===== src/rtl/bqsu_pkg.sv =====
`default_nettype none
// ---------------------------------------------------------------------------
// bqsu_pkg
// Shared types and codes for the bounded queue with search and update.
// ---------------------------------------------------------------------------
package bqsu_pkg;

  localparam int DEPTH_DEF = 8;
  localparam int DATA_W    = 32;
  localparam int OCC_W     = 4;

  typedef enum logic [1:0] {
    ACT_INSERT = 2'd0,
    ACT_REMOVE = 2'd1,
    ACT_SEARCH = 2'd2,
    ACT_UPDATE = 2'd3
  } action_t;

  typedef enum logic [1:0] {
    ST_OK        = 2'd0,
    ST_OVERFLOW  = 2'd1,
    ST_UNDERFLOW = 2'd2,
    ST_NOT_FOUND = 2'd3
  } status_t;

  typedef struct packed {
    logic [1:0]               action;
    logic signed [DATA_W-1:0] value;
    logic signed [DATA_W-1:0] replacement;
  } in_t;

  typedef struct packed {
    logic [1:0]               status;
    logic signed [DATA_W-1:0] entry_value;
    logic [OCC_W-1:0]         occupancy;
  } out_t;

  // broadcast controls from the queue control to every cell
  typedef struct packed {
    logic                     shift;
    logic                     ins;
    logic                     upd;
    logic signed [DATA_W-1:0] key;
    logic signed [DATA_W-1:0] repl;
  } cell_ctrl_t;

endpackage : bqsu_pkg
`default_nettype wire


===== src/rtl/bounded_queue_with_search_update.sv =====
`default_nettype none
// ---------------------------------------------------------------------------
// bounded_queue_with_search_update
// Bounded FIFO of signed 32-bit values with first-match search and update,
// built as a row of cells with the head always in cell 0.
// ---------------------------------------------------------------------------
//
//  channel  valid      stall      payload   beat
//  in       in_valid   in_stall   in_data   command: action, value, replacement
//  out      out_valid  out_stall  out_data  result: status, entry_value, occupancy
//
//  insert, remove, and search/update on an empty queue: result registered in the
//  cycle after the command beat. search/update: a token walks the cells one per
//  cycle from the head, and the result is registered once the token meets a match
//  or, with no match, once it reaches the last entry.
//  one command in flight; the next beat is taken once the result is out.
//  synchronous active-low reset empties the queue; entry values are not cleared.
//  in_stall is high while a search walks or an unread result waits under stall.
//
module bounded_queue_with_search_update
  import bqsu_pkg::*;
#(
  parameter int DEPTH = DEPTH_DEF
)(
  input  wire logic clk,
  input  wire logic rst_n,
  input  wire logic in_valid,
  output logic      in_stall,
  input  wire in_t  in_data,
  output logic      out_valid,
  input  wire logic out_stall,
  output out_t      out_data
);

  localparam int CW = $clog2(DEPTH + 1);

  // control state
  logic          busy_r, busy_nxt;
  logic          upd_r, upd_nxt;
  logic [CW-1:0] count_r, count_nxt;
  logic          out_valid_r, out_valid_nxt;

  // payload registers
  logic signed [DATA_W-1:0] key_r, key_nxt;
  logic signed [DATA_W-1:0] repl_r, repl_nxt;
  out_t                     out_r, out_nxt;

  logic       accept, ins_go, rem_go, srch_cmd, start, load, done;
  logic       full, empty, hit, miss;
  cell_ctrl_t ctrl;

  logic                     occ      [DEPTH];
  logic signed [DATA_W-1:0] cell_data[DEPTH];
  logic                     tok_in   [DEPTH];
  logic                     tok_out  [DEPTH];
  logic [DEPTH-1:0]         hit_vec, miss_vec, tok_vec;

  assign full  = (count_r == CW'(DEPTH));
  assign empty = (count_r == '0);

  // one command at a time; output register frees the slot on the taking edge
  assign in_stall = busy_r || (out_valid_r && out_stall);
  assign accept   = in_valid && !in_stall;

  assign srch_cmd = (in_data.action == ACT_SEARCH) || (in_data.action == ACT_UPDATE);
  assign ins_go   = accept && (in_data.action == ACT_INSERT) && !full;
  assign rem_go   = accept && (in_data.action == ACT_REMOVE) && !empty;
  assign start    = accept && srch_cmd && !empty;
  assign load     = accept && !start;

  assign hit  = |hit_vec;
  assign miss = |miss_vec;
  assign done = busy_r && (hit || miss);

  // broadcast controls; the key comes straight from the beat for insert
  always_comb begin
    ctrl.shift = rem_go;
    ctrl.ins   = ins_go;
    ctrl.upd   = busy_r && upd_r;
    ctrl.key   = busy_r ? key_r : in_data.value;
    ctrl.repl  = repl_r;
  end

  // cell row
  for (genvar i = 0; i < DEPTH; i++) begin : g_cell
    logic                     prev_occ, next_occ;
    logic signed [DATA_W-1:0] next_data;

    assign occ[i] = (CW'(i) < count_r);

    if (i == 0) begin : g_head
      assign prev_occ  = 1'b1;
      assign tok_in[i] = start;
    end else begin : g_body
      assign prev_occ  = occ[i-1];
      assign tok_in[i] = tok_out[i-1];
    end

    if (i == DEPTH - 1) begin : g_tail
      assign next_occ  = 1'b0;
      assign next_data = '0;
    end else begin : g_mid
      assign next_occ  = occ[i+1];
      assign next_data = cell_data[i+1];
    end

    bqsu_cell u_cell (
      .clk         (clk),
      .rst_n       (rst_n),
      .ctrl_i      (ctrl),
      .occ_i       (occ[i]),
      .prev_occ_i  (prev_occ),
      .next_occ_i  (next_occ),
      .next_data_i (next_data),
      .tok_i       (tok_in[i]),
      .data_o      (cell_data[i]),
      .tok_o       (tok_out[i]),
      .hit_o       (hit_vec[i]),
      .miss_o      (miss_vec[i]),
      .tok_held_o  (tok_vec[i])
    );
  end

  // occupancy
  always_comb begin
    count_nxt = count_r;
    if (ins_go) begin
      count_nxt = count_r + CW'(1);
    end else if (rem_go) begin
      count_nxt = count_r - CW'(1);
    end
  end

  // command capture and search walk
  always_comb begin
    busy_nxt = busy_r;
    upd_nxt  = upd_r;
    key_nxt  = key_r;
    repl_nxt = repl_r;
    if (start) begin
      busy_nxt = 1'b1;
      upd_nxt  = (in_data.action == ACT_UPDATE);
      key_nxt  = in_data.value;
      repl_nxt = in_data.replacement;
    end else if (done) begin
      busy_nxt = 1'b0;
    end
  end

  // result register
  always_comb begin
    out_nxt       = out_r;
    out_valid_nxt = out_valid_r && out_stall;
    if (load) begin
      out_valid_nxt         = 1'b1;
      out_nxt.occupancy     = OCC_W'(count_nxt);
      out_nxt.entry_value   = '0;
      out_nxt.status        = ST_OK;
      case (in_data.action)
        ACT_INSERT: begin
          if (full) begin
            out_nxt.status = ST_OVERFLOW;
          end
        end
        ACT_REMOVE: begin
          if (empty) begin
            out_nxt.status = ST_UNDERFLOW;
          end else begin
            out_nxt.entry_value = cell_data[0];
          end
        end
        default: begin
          // search or update on an empty queue
          out_nxt.status = ST_NOT_FOUND;
        end
      endcase
    end else if (done) begin
      out_valid_nxt       = 1'b1;
      out_nxt.occupancy   = OCC_W'(count_r);
      // a match equals the key, so the key is the matched value
      out_nxt.status      = hit ? ST_OK : ST_NOT_FOUND;
      out_nxt.entry_value = hit ? key_r : '0;
    end
  end

  always_ff @(posedge clk) begin
    if (!rst_n) begin
      busy_r      <= 1'b0;
      upd_r       <= 1'b0;
      count_r     <= '0;
      out_valid_r <= 1'b0;
    end else begin
      busy_r      <= busy_nxt;
      upd_r       <= upd_nxt;
      count_r     <= count_nxt;
      out_valid_r <= out_valid_nxt;
    end
  end

  always_ff @(posedge clk) begin
    key_r  <= key_nxt;
    repl_r <= repl_nxt;
    out_r  <= out_nxt;
  end

  assign out_valid = out_valid_r;
  assign out_data  = out_r;

`ifndef ASSERT_OFF
  // at most one cell carries the search token
  a_tok_onehot: assert property (@(posedge clk) disable iff (!rst_n)
    $onehot0(tok_vec))
    else $error("more than one search token in the cell row");

  // the token lives only while a search walks
  a_tok_busy: assert property (@(posedge clk) disable iff (!rst_n)
    (tok_vec != '0) |-> busy_r)
    else $error("search token outside a search");

  // a walking search never shares the output with another result
  a_busy_out: assert property (@(posedge clk) disable iff (!rst_n)
    busy_r |-> !out_valid_r)
    else $error("result pending while a search walks");

  // occupancy stays within depth
  a_count: assert property (@(posedge clk) disable iff (!rst_n)
    count_r <= CW'(DEPTH))
    else $error("occupancy beyond depth");
`endif

endmodule : bounded_queue_with_search_update
`default_nettype wire


===== src/rtl/bqsu_cell.sv =====
`default_nettype none
// ---------------------------------------------------------------------------
// bqsu_cell
// One queue entry: holds a value, shifts toward the head on remove, takes
// the insert when it is the first free slot, and passes the search token on.
// ---------------------------------------------------------------------------
module bqsu_cell
  import bqsu_pkg::*;
(
  input  wire logic                     clk,
  input  wire logic                     rst_n,
  input  wire cell_ctrl_t               ctrl_i,
  input  wire logic                     occ_i,
  input  wire logic                     prev_occ_i,
  input  wire logic                     next_occ_i,
  input  wire logic signed [DATA_W-1:0] next_data_i,
  input  wire logic                     tok_i,
  output logic signed [DATA_W-1:0]      data_o,
  output logic                          tok_o,
  output logic                          hit_o,
  output logic                          miss_o,
  output logic                          tok_held_o
);

  logic signed [DATA_W-1:0] data_r, data_nxt;
  logic                     tok_r, tok_nxt;
  logic                     match;

  assign match = occ_i && (data_r == ctrl_i.key);

  assign hit_o      = tok_r && match;
  assign miss_o     = tok_r && !match && !next_occ_i;
  assign tok_o      = tok_r && !match && next_occ_i;
  assign tok_held_o = tok_r;
  assign data_o     = data_r;

  always_comb begin
    data_nxt = data_r;
    if (ctrl_i.shift) begin
      data_nxt = next_data_i;
    end else if (ctrl_i.ins && !occ_i && prev_occ_i) begin
      data_nxt = ctrl_i.key;
    end else if (ctrl_i.upd && hit_o) begin
      data_nxt = ctrl_i.repl;
    end
  end

  assign tok_nxt = tok_i;

  always_ff @(posedge clk) begin
    data_r <= data_nxt;
  end

  always_ff @(posedge clk) begin
    if (!rst_n) begin
      tok_r <= 1'b0;
    end else begin
      tok_r <= tok_nxt;
    end
  end

endmodule : bqsu_cell
`default_nettype wire

===== config.mk =====
export PLATFORM = sky130hd
export DESIGN_NAME = bounded_queue_with_search_update
export DESIGN_NICKNAME = d
export VERILOG_FILES = /design/src/rtl/bqsu_pkg.sv /design/src/rtl/bounded_queue_with_search_update.sv /design/src/rtl/bqsu_cell.sv
export SDC_FILE = /design/constraint.sdc
export NUM_CORES = 1
export LEC_CHECK = 0
export ABC_CLOCK_PERIOD_IN_PS = 4900
export BUFFER_PORTS_ARGS = -buffer_cell sky130_fd_sc_hd__buf_2
export CORE_ASPECT_RATIO = 1.1
export CORE_MARGIN = 2
export CORE_UTILIZATION = 56
export CTS_CLUSTER_DIAMETER = 120
export DETAILED_ROUTE_END_ITERATION = 16
export MAX_ROUTING_LAYER = met4
export PLACE_DENSITY = 0.77
export SLEW_MARGIN = 20
export SYNTH_ARGS = -nofsm -noshare
export SYNTH_HDL_FRONTEND = slang
export SYNTH_SLANG_ARGS = --single-unit

===== constraint.sdc =====
create_clock -name clk -period 4.9 [get_ports clk]
set_input_delay 0.49 -clock clk [delete_from_list [all_inputs] [get_ports clk]]
set_output_delay 0.49 -clock clk [all_outputs]
set_load 0.05 [all_outputs]

# Yosys cells after proc, flatten, opt, wreduce, memory -nomap -nowiden
# Index checks and enable logic that the tools add are counted.
[word_totals]
ff_bits = 373
latch_bits = 0
ram_bits = 0
romBits = 0
out_inout_bits = 40
mem_count = 0
[op_classes]
n_addsub = 2
multipliers = 0
div_mod_pow = 0
magnitude_cmp = 8
eq_ne = 12
shifts = 0
n_mux = 39
bitwise_logic = 0
reduce_logical = 109
[ops]
columns = ["cell", "count"]
rows = [
  ["32-bit 2-to-1 mux", 27],
  ["32-bit equality test", 8],
  ["38-bit 2-to-1 mux", 2],
  ["1-bit logical AND", 72],
  ["3-bit nonzero test", 7],
  ["1-bit logical NOT", 20],
  ["3-bit by 4-bit < comparator with 1-bit output (first input constant)", 4],
  ["8-bit OR reduction", 2],
  ["1-bit by 4-bit < comparator with 1-bit output (first input constant)", 2],
  ["2-bit by 4-bit < comparator with 1-bit output (first input constant)", 2],
  ["4-bit 2-to-1 mux", 2],
  ["2-bit nonzero test", 3],
  ["1-bit 2-to-1 mux", 5],
  ["4-bit by 1-bit adder with 4-bit output (second input constant)", 1],
  ["2-bit equality test (second input constant)", 2],
  ["4-bit equality test (second input constant)", 1],
  ["4-bit logical NOT", 1],
  ["2-bit 2-to-1 mux", 2],
  ["2-bit case mux with 2 select lines", 1],
  ["4-bit by 1-bit subtractor with 4-bit output (second input constant)", 1],
  ["1-bit logical OR", 3],
  ["2-bit by 1-bit equality test with 1-bit output (second input constant)", 1],
  ["2-bit logical NOT", 1],
]

# Depth between registers and ports, before layout
[depth]
word_depth = 11
ltp_mapped = 13

# Hierarchy
# Synthesis repeated with hierarchy kept, for this count alone.
[hier_totals]
cells_unflattened = 1851
hier_area_um2 = 20762.4
[by_module_without_submodules]
columns = ["module", "n_inst", "cells_each", "area_per_inst_um2", "seq_area_each_um2"]
rows = [
  ["bqsu_cell", 8, 198, 2040.7, 980.9],
  ["bounded_queue_with_search_update", 1, 267, 4436.8, 3203.1],
]

# Worst setup path after synthesis
# Ideal clock, no wire load.
[synth_path]
path_type = "register to register"
startpoint = "register out_valid_r (netlist: out_valid)"
endpoint = "register out_r, in the netlist out_data[0] (enable)"
t_arrival_ns = 4.833
t_required_ns = 4.454
slack_ns = -0.378
path_stages_with_launch = 8
cell_sequence = "dfxtp_1 -> a21oi_1 -> and2_1 -> and3_1 -> clkbuf_1 -> nor2_1 -> nor3_1 -> a21oi_1"
[synth_between]
elab_chain_cells = 9
[synth_rtl]
columns = ["item", "line", "rtl"]
rows = [
  ["start, declared", "bounded_queue_with_search_update.sv:41", "logic out_valid_r, out_valid_nxt;"],
  ["start signal, assigned", "bounded_queue_with_search_update.sv:196", "out_valid_r <= out_valid_nxt;"],
  ["1-bit logical AND *", "bounded_queue_with_search_update.sv:62", "assign in_stall = busy_r || (out_valid_r && out_stall);"],
  ["1-bit logical OR *", "bounded_queue_with_search_update.sv:62", ""],
  ["1-bit logical NOT *", "bounded_queue_with_search_update.sv:63", "assign accept = in_valid && !in_stall;"],
  ["1-bit logical AND *", "bounded_queue_with_search_update.sv:63", ""],
  ["1-bit logical AND (2 in series)", "bounded_queue_with_search_update.sv:68", "assign start = accept && srch_cmd && !empty;"],
  ["1-bit logical NOT", "bounded_queue_with_search_update.sv:69", "assign load = accept && !start;"],
  ["1-bit logical AND *", "bounded_queue_with_search_update.sv:69", ""],
  ["2-bit nonzero test (no source line) *", "n/a", ""],
  ["end signal, assigned", "bounded_queue_with_search_update.sv:203", "out_r <= out_nxt;"],
  ["end, declared", "bounded_queue_with_search_update.sv:46", "out_t out_r, out_nxt;"],
]
# Mark *: on every way between the ends. The rest lies on a longest branch, timed or not.
# A chain may end at the register's enable or synchronous reset.

# Worst setup path in the final report
[layout_path]
startpoint = "register busy_r"
endpoint = "register out_r, in the netlist out_data[34] (enable)"
[layout_between]
elab_chain_cells = 10
word_cells_on_any_way = 60
classes_between = "8 x eq/ne; 1 x mux; 51 x reduce/logical"
[layout_rtl]
columns = ["item", "line", "rtl"]
rows = [
  ["start, declared", "bounded_queue_with_search_update.sv:38", "logic busy_r, busy_nxt;"],
  ["start signal, assigned", "bounded_queue_with_search_update.sv:193", "busy_r <= busy_nxt;"],
  ["32-bit 2-to-1 mux", "bounded_queue_with_search_update.sv:80", "ctrl.key = busy_r ? key_r : in_data.value;"],
  ["32-bit equality test", "bqsu_cell.sv:29", "assign match = occ_i && (data_r == ctrl_i.key);"],
  ["1-bit logical AND", "bqsu_cell.sv:29", ""],
  ["1-bit logical NOT", "bqsu_cell.sv:32", "assign miss_o = tok_r && !match && !next_occ_i;"],
  ["1-bit logical AND (2 in series)", "bqsu_cell.sv:32", ""],
  ["8-bit OR reduction", "bounded_queue_with_search_update.sv:72", "assign miss = |miss_vec;"],
  ["1-bit logical OR", "bounded_queue_with_search_update.sv:73", "assign done = busy_r && (hit || miss);"],
  ["1-bit logical AND", "bounded_queue_with_search_update.sv:73", ""],
  ["2-bit nonzero test (no source line) *", "n/a", ""],
]
# Marks and branches as above.

==> results.py <==
metrics = {
    "drt": {
        "wl_per_cell_um": 25.2,
        "remaining_drc_errors": 0,
        "antenna_left": 0,
        "drtIter0Drc": 1894,
        "route.final.wire_length_um": 69700,
        "firstDrtPassIters": 6,
        "vias": 17000,
        "viasPerCell": 6.16,
    },
    "logic_synthesis": {
        "synth-edff-count": 326,
        "synth_warnings": 0,
        "postSynthCellCount": 2173,
        "synth_most_common_cell": "nand2_1",
        "yosys.area.top_type": "edfxtp_1",
        "synth.avg_cell_area_um2": 9.70,
        "synth_ff_type": "edfxtp_1",
        "async_reset_ff_frac": 0,
        "synth_area_mm2": 0.0211,
        "yosysSeqAreaShare": 0.509,
        "synthDistinctLibCells": 58,
        "synthTopCellsByCount": "nand2_1, o21ai_0, edfxtp_1",
        "synth.top_cell.area_share": 0.464,
        "syn_nets": 2246,
        "synth_seq_cells": 373,
        "synth_area_leaders": "edfxtp_1, xnor2_1, o21ai_0",
    },
    "timing": {
        "setup_violations": 0,
        "fmax_mhz": 224,
        "max_slew.worst_pin.slew_ns": 1.18,
        "fin_worst_skew_ns": 0.0296,
        "min_period_ns": 4.46,
        "final-hold-violation-count": 0,
        "period_share": 0.909,
        "slew_violations": 0,
        "rsz0062_at_grt": "no",
        "tns_ns": 0,
        "slew-limit-headroom": 0.209,
    },
    "die": {
        "std_cell_rows": 74,
        "die_y_um": 208,
        "start_util": 0.568,
        "core_mm2": 0.0371,
        "fp.dieW_um": 189,
        "ios": 110,
        "die_area_mm2": 0.0392,
    },
    "global_routing": {
        "grt_max_degree": 94,
        "overflow": 0,
        "grt_pass1_wl_um": 102000,
        "antenna_found_initial": 0,
        "grt_usage": 0.364,
        "grt_pass1_vias": 15800,
    },
    "critical_path": {
        "critPathCaptureType": "flop",
        "arrival_ns": 4.75,
        "cp-start-kind": "flop",
        "required_ns": 5.20,
        "startpoint": "busy_r",
        "cp_max_fo": 38,
        "path_class": "flop to flop",
        "regToRegSetupSlack_ns": 0.44,
        "rr_startpoint": "busy_r",
    },
    "worst_hold_path": {
        "min_from": "in_data[6]",
        "hold_path_class": "primary input to flop",
    },
    "power_and_ir_drop": {
        "power.density_mw_per_mm2": 331,
        "ir_drop_uv": 313,
        "total_power_mw": 7.76,
        "p_leak_nw": 7.07,
    },
    "clock_tree": {
        "clockBufferDepth": 3,
        "post_cts_buffers": 0,
        "clkTransAtPathRegs_ns": 0.06,
        "htreeDepth": 2,
        "cts_resized": 0,
        "cts_root_buf": "clkbuf_16",
        "cts_tree": "built",
        "cts_hold_repair.buffers": 0,
        "cts_sinks": 373,
        "clk_latency_ns": 0.59,
        "numCtsBuffers": 41,
    },
    "place": {
        "io_buffers": 109,
        "place_congestion": 1.05,
        "dp_hpwl_um": 51800,
    },
    "finish": {
        "syn_to_final_growth_pct": 11.1,
        "fill_cells": 2997,
        "layout.nets": 2312,
        "layout-drive-gt1-share": 0.136,
        "diodes": 0,
    },
    "status": {
        "outcome": "finished, final reports clean",
    },
    "flow_run": {
        "maxCapViolations": 0,
    },
}
==> kinds of logic (layout without fill, tap and decap cells) <==
kind of cell             after synthesis  in the layout  synth area share
buffers and inverters                174            272            0.0422
adder cells (fa/ha/maj)                3              3           0.00178
flip-flops                           373            373             0.509
multiplexers                          33             33            0.0326
AND/OR/NAND/NOR                      749            749             0.155
AO/OA/AOI/OAI                        605            605             0.161
XOR/XNOR                             236            236            0.0980
==> critical path, stage by stage, from the launching register on <==
cell and delay (ns):
dfxtp_4 0.77, buf_4 0.29, mux2i_4 0.59, buf_4 0.28, xnor2_1 0.20, a2111oi_1 0.76
nand2_1 0.16, nor3_2 0.21, o32ai_1 0.14, nor4_2 0.41, a21oi_4 0.11, buf_12 0.20
==> report_power, final <==
group | total [mW] | internal, mW | switching (mW)
Clock | 3.03 | 1.70 | 1.33
Combinational | 1.06 | 0.336 | 0.728
Sequential | 3.67 | 3.58 | 0.0917
==> state kept, by name, summed over array words and instances, names as in the netlist <==
register / cells
g_cell.u_cell.data_o: 256
upd_r: 1
out_valid: 1
g_cell.u_cell.tok_held_o: 8
out_data: 38
repl_r: 32
key_r: 32
busy_r: 1
count_r: 4
==> placed cells by master (no fill, tap or decap), types with 5 or more instances in the layout <==
cell type,Yosys,routed
o211ai_1,32,32
clkbuf_1,96,10
nor4_1,85,84
nor3_1,24,24
nor4_2,6,7
buf_4,16,72
xnor2_1,232,232
nand4_1,13,13
dfxtp_1,47,46
o22ai_1,9,9
nor2_1,122,122
buf_12,2,8
clkinv_2,0,7
buf_2,25,109
mux2i_4,27,27
and2_1,8,8
nand2_1,439,439
edfxtp_1,326,326
nand3_1,32,30
a22o_1,34,34
o21ai_0,355,355
clkbuf_16,0,41
a21oi_1,139,137
o2bb2ai_1,5,5
mux2i_2,5,5
inv_1,8,8
==> cell type report <==
class | instances | area (µm²) | area share
clock buffers | 54 | 1100 | 0.0472
clock inverters | 21 | 175 | 0.00748
inverters | 8 | 30.0 | 0.00128
multi-input cells | 1626 | 9520 | 0.406
flip-flops and latches | 373 | 10700 | 0.458
well taps | 494 | 618 | 0.0264
repair buffers | 189 | 1250 | 0.0532
==> per-layer routing <==
| metal | share of wire | vias to the layer above | track usage |
|---|---|---|---|
| li1 | - | 7924 | - |
| met2 | 0.48 | 984 | 0.575 |
| met4 | 0.067 | 0 | 0.223 |
| met5 | 0 | - | - |
| met1 | 0.38 | 7944 | 0.452 |
| met3 | 0.079 | 173 | 0.0406 |
==> metrics by stage <==
step	utilization	std cells	instance area (µm²)	setup WS [ns]	hold WS, ns
floorplan	-	2173	21100	0.430	0.435
global placement	0.597	2690	22100	0.584	0.465
detailed placement	0.597	2690	22100	0.572	0.471
CTS	0.631	2765	23400	0.545	0.0521
global route	0.631	2765	23400	0.231	0.0738
finish	0.631	2765	23400	0.444	0.0797
==> final timing paths <==
check,to,cells after the start
setup / recovery,out_data[34],11
hold / removal,repl_r[6],1
setup reg to reg,out_data[34],11
hold reg to reg,g_cell[7].u_cell.data_o[29],2
Note: power is estimated with default switching activity, not from simulation.
